## src/design/etb_pkg.sv

```systemverilog
// ----------------------------------------------------------------------------
// etb_pkg
// Shared constants and types of the elimination tree builder.
// ----------------------------------------------------------------------------
`default_nettype none

package etb_pkg;

   localparam int LABEL_W  = 11;
   localparam int NODES_DEF = 1024;

   // operation codes of an input beat
   localparam logic OP_ROW = 1'b0;
   localparam logic OP_COL = 1'b1;

   // decoded input beat handed to the walker
   typedef struct packed {
      logic start;     // beat accepted this cycle
      logic op;        // OP_ROW or OP_COL
      logic in_range;  // label maps to a valid node index
   } cmd_type;

endpackage

`default_nettype wire

```

## src/design/etb_walker.sv

```systemverilog
// ----------------------------------------------------------------------------
// etb_walker
// Row state and ancestor walk with path compression over the ancestor store.
// ----------------------------------------------------------------------------
`default_nettype none

module etb_walker #(
   parameter int NODES = etb_pkg::NODES_DEF
) (
   input  wire logic                       clock,
   input  wire logic                       reset,
   input  wire etb_pkg::cmd_type           cmd,
   input  wire logic [$clog2(NODES)-1:0]   idx,
   output logic                            busy,
   output logic                            mem_wr_en,
   output logic      [$clog2(NODES)-1:0]   mem_wr_addr,
   output logic      [$clog2(NODES)-1:0]   mem_wr_data,
   output logic      [$clog2(NODES)-1:0]   mem_rd_addr,
   input  wire logic [$clog2(NODES)-1:0]   mem_rd_data,
   output logic                            rsp_valid,
   output logic      [$clog2(NODES)-1:0]   child_idx,
   output logic      [$clog2(NODES)-1:0]   parent_idx
);

   localparam int AW = $clog2(NODES);
   localparam int SW = $clog2(NODES + 1);

   localparam logic ST_IDLE = 1'b0;
   localparam logic ST_WALK = 1'b1;

   logic          state_ff, state_in;
   logic [AW-1:0] row_ff, row_in;
   logic          closed_ff, closed_in;
   logic [AW-1:0] node_ff, node_in;
   logic [SW-1:0] steps_ff, steps_in;
   logic          valid_ff, valid_in;
   logic [AW-1:0] child_ff, child_in;

   always_comb begin
      state_in    = state_ff;
      row_in      = row_ff;
      closed_in   = closed_ff;
      node_in     = node_ff;
      steps_in    = steps_ff;
      valid_in    = 1'b0;
      child_in    = child_ff;
      mem_wr_en   = 1'b0;
      mem_wr_addr = idx;
      mem_wr_data = idx;
      mem_rd_addr = idx;
      case (state_ff)
         ST_IDLE: begin
            if (cmd.start) begin
               if (cmd.op == etb_pkg::OP_ROW) begin
                  if (cmd.in_range) begin
                     row_in    = idx;
                     closed_in = 1'b0;
                     mem_wr_en = 1'b1;
                  end else begin
                     row_in    = '0;
                     closed_in = 1'b1;
                  end
               end else if (!closed_ff && cmd.in_range) begin
                  if (idx >= row_ff) begin
                     closed_in = 1'b1;
                  end else begin
                     node_in  = idx;
                     steps_in = '0;
                     state_in = ST_WALK;
                  end
               end
            end
         end
         ST_WALK: begin
            mem_rd_addr = mem_rd_data;
            mem_wr_addr = node_ff;
            mem_wr_data = row_ff;
            if (mem_rd_data == node_ff) begin
               // root reached: link it to the row and report
               mem_wr_en = 1'b1;
               valid_in  = 1'b1;
               child_in  = node_ff;
               state_in  = ST_IDLE;
            end else if (mem_rd_data == row_ff) begin
               state_in = ST_IDLE;
            end else if (steps_ff == SW'(NODES)) begin
               state_in = ST_IDLE;
            end else begin
               // compress and advance
               mem_wr_en = 1'b1;
               node_in   = mem_rd_data;
               steps_in  = steps_ff + SW'(1);
            end
         end
         default: begin
            state_in = ST_IDLE;
         end
      endcase
   end

   always_ff @(posedge clock) begin
      if (reset) begin
         state_ff  <= ST_IDLE;
         row_ff    <= '0;
         closed_ff <= 1'b0;
         valid_ff  <= 1'b0;
      end else begin
         state_ff  <= state_in;
         row_ff    <= row_in;
         closed_ff <= closed_in;
         valid_ff  <= valid_in;
      end
   end

   always_ff @(posedge clock) begin
      node_ff  <= node_in;
      steps_ff <= steps_in;
      child_ff <= child_in;
   end

   assign busy       = (state_ff == ST_WALK);
   assign rsp_valid  = valid_ff;
   assign child_idx  = child_ff;
   assign parent_idx = row_ff;

endmodule

`default_nettype wire

```

## config.mk

```make
export PLATFORM = sky130hd
export DESIGN_NAME = etb_walker
export DESIGN_NICKNAME = d
export VERILOG_FILES = /design/src/design/etb_pkg.sv /design/src/design/etb_walker.sv
export SDC_FILE = /design/constraint.sdc
export NUM_CORES = 1
export LEC_CHECK = 0
export BUFFER_PORTS_ARGS = -buffer_cell sky130_fd_sc_hd__buf_2
export CORE_ASPECT_RATIO = 1.2
export CORE_MARGIN = 3
export CORE_UTILIZATION = 25
export CTS_BUF_LIST = sky130_fd_sc_hd__clkbuf_8 sky130_fd_sc_hd__clkbuf_16
export CTS_CLUSTER_SIZE = 24
export DETAILED_ROUTE_END_ITERATION = 12
export PLACE_DENSITY = 0.47
export SLEW_MARGIN = 30
export SYNTH_ARGS = -nofsm -noshare
export SYNTH_HDL_FRONTEND = slang
export SYNTH_SLANG_ARGS = --single-unit
```

## constraint.sdc

```tcl
create_clock -name clock -period 3.4 [get_ports clock]
set_input_delay 0.68 -clock clock [delete_from_list [all_inputs] [get_ports clock]]
set_output_delay 0.68 -clock clock [all_outputs]
set_load 0.02 [all_outputs]
```

# After elaboration in Yosys (flattened, before gate mapping)
# Index checks and enable logic that the tools add are counted.
[word_totals]
reg_bits = 44
out_inout_bits = 53
wordCells = 68
[op_classes]
n_addsub = 1
order_cmp = 1
eq_ne = 12
muxes = 38
n_bitwise = 2
reduce_logical = 7
[ops]
columns = ["operator", "count"]
rows = [
  ["10-bit two-way mux", 11],
  ["11-bit two-way mux", 7],
  ["11-bit one-hot mux with 2 select lines", 1],
  ["10-bit == test", 2],
  ["10-bit one-hot mux with 2 select lines", 1],
  ["1-bit two-way mux", 16],
  ["2-bit != test (second input constant)", 7],
  ["11-bit by 1-bit adder with 11-bit output (second input constant)", 1],
  ["11-bit == test (second input constant)", 1],
  ["10-bit >= comparator", 1],
  ["7-bit AND reduction", 1],
  ["2-bit by 1-bit != test with 1-bit output (second input constant)", 2],
  ["1-bit one-hot mux with 2 select lines", 2],
  ["4-bit AND reduction", 1],
  ["3-bit AND reduction", 1],
  ["1-bit inverter", 2],
  ["2-bit AND reduction", 1],
  ["2-bit OR reduction", 1],
  ["1-bit logical AND", 1],
  ["1-bit zero test", 1],
]

# Longest topological paths before layout
# Gate-level depths: netlist (run 1).
[depth]
word_depth = 6
mapped_depth = 7
ltp_nobuf = 7

# Least setup slack after synthesis (run 1)
# OpenSTA, ideal clock, no wires.
[synth_path]
kind = "input-to-reg"
start = "input port idx[0]"
end = "register node_ff[0], enable pin"
setup_ns = 0.406
arrival_ns = 2.616
required_ns = 2.994
setup_slack_ns = 0.378
stages = 7
n_path_buf = 0
cell_sequence = "inv_1 -> ha_1 -> nand2b_1 -> a211oi_1 -> or3_1 -> a32oi_1 -> a21oi_1"
[synth_via]
elab_chain_len = 3
[synth_rtl]
columns = ["item", "line", "text"]
rows = [
  ["start, declared", "etb_walker.sv:13", "input wire logic [$clog2(NODES)-1:0] idx,"],
  ["10-bit >= comparator", "etb_walker.sv:64", "if (idx >= row_ff) begin"],
  ["2-bit != test (no source line)", "--", ""],
  ["7-bit AND reduction (no source line)", "--", ""],
  ["end signal, assigned", "etb_walker.sv:116", "node_ff <= node_in;"],
  ["end, declared", "etb_walker.sv:34", "logic [AW-1:0] node_ff, node_in;"],
]
# No other way between the ends.
# A chain may end at the register's enable or synchronous reset.

# Worst setup path after layout (run 1)
[layout_path]
start = "input port mem_rd_data[0]"
end = "output port mem_wr_en"
[layout_via]
elab_chain_len = 4
word_cells_on_any_way = 5
classes_between = "2 x eq/ne; 3 x mux"
[layout_rtl]
columns = ["item", "line", "text"]
rows = [
  ["start, declared", "etb_walker.sv:19", "input wire logic [$clog2(NODES)-1:0] mem_rd_data,"],
  ["10-bit == test", "etb_walker.sv:84", "end else if (mem_rd_data == row_ff) begin"],
  ["1-bit two-way mux", "etb_walker.sv:84", ""],
  ["1-bit two-way mux *", "etb_walker.sv:78", "if (mem_rd_data == node_ff) begin"],
  ["1-bit one-hot mux with 2 select lines *", "etb_walker.sv:51", "case (state_ff)"],
  ["end, declared", "etb_walker.sv:15", "output logic mem_wr_en,"],
]
# Mark *: on every way between the ends. The rest lies on a longest branch, timed or not.

==> results.ini, run 1 <==
[critical_path]
crit_path_max_fanout=4
cp-end-kind=primary output
cpPeakStageDelay_ps=290
critPathLaunchType=input port
worst_r2r_endpoint=steps_ff[3]
crit_family=simple AND/OR/NAND/NOR gates
crit_cells=6
ff2ff_path_depth=8
cp.required_ps=2720
cp_slowest_cell=nor4_2
critPathMostFrequentCell=buf_2
crit_buf_inv=2
reg2reg_from=parent_idx[9]
crit_end=mem_wr_en
r2r_slack_ps=1150
crit_arrival_ps=2030
cp-startpoint=mem_rd_data[0]
crit_chain=buf_2 > xor2_1 > nor4_2 > nand4_1 > a31oi_1 > buf_2
path_class=input port to primary output

[synth]
synth.most_common_cell=nand2_1
seq_area_frac_synth_pct=49.07
synth.top_cell.area_share_pct=38.35
netlist_area_sq_mm=0.002427
synth_ff_type=edfxtp_1
yosysWarnings=0
ys_top_cells_by_count=nand2_1 (65), edfxtp_1 (31), xor2_1 (22)
synthTopCellsByArea=edfxtp_1 (38%), dfxtp_1 (11%), nand2_1 (10%)
yosys.cell_types.count=34
synth_edf_count=31
syn_avg_cell_area_sq_um=9.300
synthArstFlopShare_pct=0
synthCells=261
ys_ff_latch=44
syn-num-nets=298
synth_top_cell_by_area=edfxtp_1

[clock_network]
clk_transition_reported_paths_ps=90
cts_setup_buffers=0
cts_resized=0
cts_hold_buf=0
clk_latency_ps=300
cts_num_sinks=44
htreeDepth=2
numCtsBuffers=5
cts_tree=yes
cts_root_buf=clkbuf_8
clk_path_buf_depth=2

[routing]
vias=2113
wl_per_cell_um=14.98
drt-initial-drc-count=76
drt_wl_total_mm=6.890
first_pass_iters=4
ant_nets=0
drc=0
via_per_inst=4.593

[sta]
finalCriticalPeriod_ps=2707
worst_pin_slew_ps=524.0
rsz0062_at_grt=no
final_hold_viol_count=0
slew_viol_final=0
post-route-period-util_pct=79.63
finalClockSkew_ps=7.358
relSlewSlack_pct=65.06
setup_viol=0
setup_tns_ps=0
timing.fmax_mhz=369.4

[finish]
area.growth.synth_to_final_pct=26.39
drive_gt1_share_pct=27.94
antenna_cells=0
fin_nets=376
stdcell_area_sq_mm=0.003068
fillCellCount=1011

[power]
p_leak_nw=1.275
peakVddDrop_mv=0.1874
power_density_mw_per_mm2=397.3
power_mw=1.219

[floorplanning]
die-width_um=95.95
io_pins=78
initial_core_util_pct=26.18
fp-row-count=38
die_area_sq_mm=0.01093
core_area_sq_mm=0.009271
dieHeight_um=113.9

[run_status]
status=completed

[global_route]
grt_antenna_before_repair=0
overflow=0
grt_pass1_wl_mm=11.07
grt_max_degree=34
grt_use_total_pct=13.23
grt_pass1_vias=2072

[placement]
post-dp-hpwl_mm=5.436
place_area_sq_mm=0.002953
io_buffers=77
place_congestion=0.8351

[run]
drv_cap=0

[worst_hold_path]
hp-class=register to register

[per-stage QoR]
step	util (%)	hold slack, ps	setup slack, ps	std cells
after floorplan	-	453.8	378.1	261
after global placement	31.85	480.5	730.3	452
after detailed placement	31.85	470.4	687.3	452
after CTS	33.09	492.8	682.1	460
after global routing	33.09	507.7	583.7	460
final	33.09	493.5	692.6	460
[power by group]
group	internal, mW	switching (mW)	leakage (nW)	total [mW]
Sequential	0.587	0.0145	0.390	0.601
Combinational	0.0663	0.131	0.830	0.198
Clock	0.222	0.198	0.0548	0.420
[kinds of logic (layout without fill, tap and decap cells)]
group           after synthesis  count (layout)  synth area share (%)
compound gates               34              34                 8.248
flops                        44              44                 49.07
buf+inv                      26             105                 4.278
simple gates                116             116                 21.75
fa+ha+maj                    12              12                 6.185
xor+xnor                     29              29                 10.46
[cells in the final DEF (no fill, tap or decap), drive strengths merged, types with 2 or more instances in the layout]
cell type / Yosys / routed
buf: 6 / 81
nand2: 65 / 65
edfxtp: 31 / 31
xor2: 22 / 22
inv: 16 / 17
nand3: 15 / 15
a21oi: 15 / 15
nor2: 14 / 14
dfxtp: 13 / 13
ha: 12 / 12
o21ai: 10 / 10
xnor2: 7 / 7
nand4: 6 / 6
clkbuf: 4 / 5
a211oi: 4 / 4
nor4: 4 / 4
nor3: 3 / 3
and3: 2 / 2
and2: 2 / 2
[final cells by class]
| cell class | count | area (sq um) | share of cell area, % |
|---|---|---|---|
| clock buffer | 5 | 68.82 | 2.243 |
| clock inverter | 3 | 46.29 | 1.509 |
| inverter | 16 | 60.06 | 1.958 |
| multi-input combinational | 191 | 1136 | 37.03 |
| sequential | 44 | 1191 | 38.83 |
| tap | 120 | 150.1 | 4.894 |
| timing repair buffer | 81 | 415.4 | 13.54 |
[state kept, by name, indices dropped and copies added (netlist names)]
name,count
closed_ff,1
busy,1
rsp_valid,1
child_idx,10
node_ff,10
parent_idx,10
steps_ff,11
[worst min path at each step]
| stage | start | endpoint | slack, ps | depth (start not counted) |
|---|---|---|---|---|
| finish | closed_ff | closed_ff | 490 | 1 |
| global route | closed_ff | closed_ff | 510 | 1 |
| CTS | closed_ff | closed_ff | 490 | 1 |
| detailed placement | closed_ff | closed_ff | 470 | 1 |
| global placement | closed_ff | closed_ff | 480 | 1 |
| floorplan | closed_ff | closed_ff | 450 | 1 |
[per-layer routing]
metal	part of all wire, %	GRT usage, %	up-vias
li1	-	-	1053
met1	46	18.69	998
met2	48	20.83	56
met3	5.0	2.309	6
met4	1.0	3.416	0
met5	0	0	-
Power figures use the tool's default switching activity.
==> run 2: changes to the inputs <==
==> constraint.sdc (replaced) <==
create_clock -name clock -period 2.5 [get_ports clock]
set_input_delay 0.5 -clock clock [delete_from_list [all_inputs] [get_ports clock]]
set_output_delay 0.5 -clock clock [all_outputs]
set_load 0.02 [all_outputs]
==> results.ini, run 2 (synthesis results as in run 1) <==
[run_status]
status=completed

[sta]
timing.fmax_mhz=425.0
layout_setup_ws_ps=146.8
post-route-period-util_pct=94.13
finalCriticalPeriod_ps=2353
relSlewSlack_pct=67.57
slew_viol_final=0
setup_tns_ps=0
final_hold_viol_count=0
rsz0062_at_grt=no
setup_viol=0
worst_pin_slew_ps=485.1
finalClockSkew_ps=13.08

[clock_network]
htreeDepth=2
cts_tree=yes
clk_latency_ps=300
cts_root_buf=clkbuf_8
clk_transition_reported_paths_ps=90
clk_path_buf_depth=2
cts_num_sinks=44
numCtsBuffers=5

[floorplanning]
core_area_sq_mm=0.009271
die_area_sq_mm=0.01093
dieHeight_um=113.9
initial_core_util_pct=26.18
die-width_um=95.95
io_pins=78
fp-row-count=38

[finish]
largest_reg_flops=11
antenna_cells=0
area.growth.synth_to_final_pct=28.97
final_common_cell=buf_2
stdcell_count=466
drive_gt1_share_pct=30.06
fin_nets=382
regMostFlops=steps_ff
fillCellCount=965
mostFrequentLayoutCells=buf_2 (77), nand2_1 (65), edfxtp_1 (31), xor2_1 (22)

[global_route]
overflow=0
grt_pass1_wl_mm=10.99
grt_antenna_before_repair=0
grt_use_total_pct=13.33
grt_max_degree=28
grt_pass1_vias=2048

[critical_path]
r2r_slack_ps=390
crit_arrival_ps=1850
reg2reg_from=parent_idx[7]
cp_slowest_cell=edfxtp_1
crit_path_max_fanout=4
crit_chain=nor4b_2 > nand4b_1 > o31ai_4 > a31oi_2 > buf_2
cpPeakStageDelay_ps=460
cp-startpoint=steps_ff[2]
path_class=register to primary output
cp.required_ps=2000
worst_r2r_endpoint=node_ff[0]
cp-end-kind=primary output
ff2ff_path_depth=7
critPathLaunchType=register

[routing]
via_per_inst=4.511
drt_wl_total_mm=7.047
wl_per_cell_um=15.12
ant_nets=0
vias=2102
drt-initial-drc-count=113
drc=0
first_pass_iters=4

[placement]
io_buffers=77
place_congestion=0.8537
dp.cells=455
place_ws_ps=127.8
post-dp-hpwl_mm=5.596

[power]
peakVddDrop_mv=0.2435
power_density_mw_per_mm2=498.3
p_leak_nw=1.296

[worst_hold_path]
hold_start=idx[0]
whs_path_depth=3
hold-path-endpoint=parent_idx[0]
hp-class=input port to register

[run]
drv_cap=0

## run 2: final cells by class
class                   count  area [sq um]  area share [%]
flip-flops and latches     44          1191           38.05
multi-input cells         191          1164           37.17
repair buffers             87         473.0           15.11
well taps                 120         150.1           4.796
clock buffers               5         68.82           2.198
inverters                  16         60.06           1.918
clock inverters             3         23.77          0.7594
## run 2: routing by layer
metal / track usage (%) / share of wire [%] / vias up
met5: 0 / 0 / -
met4: 4.175 / 0.92 / 0
met3: 2.309 / 4.1 / 5
met2: 22.22 / 49 / 51
met1: 17.43 / 46 / 982
li1: - / - / 1064
## run 2: per-stage QoR
step | hold slack, ps | instance area [sq um] | total power, mW | utilization (%)
CTS | 479.1 | 3089 | 1.576 | 33.32
floorplan | 453.8 | 2431 | 0.9922 | -
global placement | 463.4 | 2988 | 1.112 | 32.23
global route | 481.2 | 3131 | 1.635 | 33.77
detailed placement | 470.8 | 2988 | 1.112 | 32.23
finish | 483.3 | 3131 | 1.560 | 33.77
## run 2: what timing repair did
| item | 4_1_cts | 5_1_grt |
|---|---|---|
| gates resized for setup | 1 | 3 |
| buffers inserted | 0 | 3 |
| pin swaps | 0 | 2 |
| hold buffers | 0 | 0 |
| endpoints found under the setup margin | 1 | 1 |
## run 2: critical path, delay by kind of cell, from the launching register on
family	cells	cell delay [ps]
and+or+nand+nor	2	470
DFF	1	460
AOI/OAI and AO/OA	2	450
buffers and inverters	1	180
## run 2: worst max-delay path by stage
stage | endpoint | cells after the start | slack (ps)
2_1_floorplan | node_ff[0] | 7 | 80
3_3_place_gp | mem_wr_en | 7 | 170
3_5_place_dp | mem_wr_en | 7 | 130
4_1_cts | mem_wr_en | 6 | 7
5_1_grt | mem_wr_en | 5 | 20
6_report | mem_wr_en | 5 | 150
## run 2: report_power, final
group	switching, mW	internal, mW
clock	0.266	0.198
sequential	0.0190	0.798
combinational	0.183	0.0963
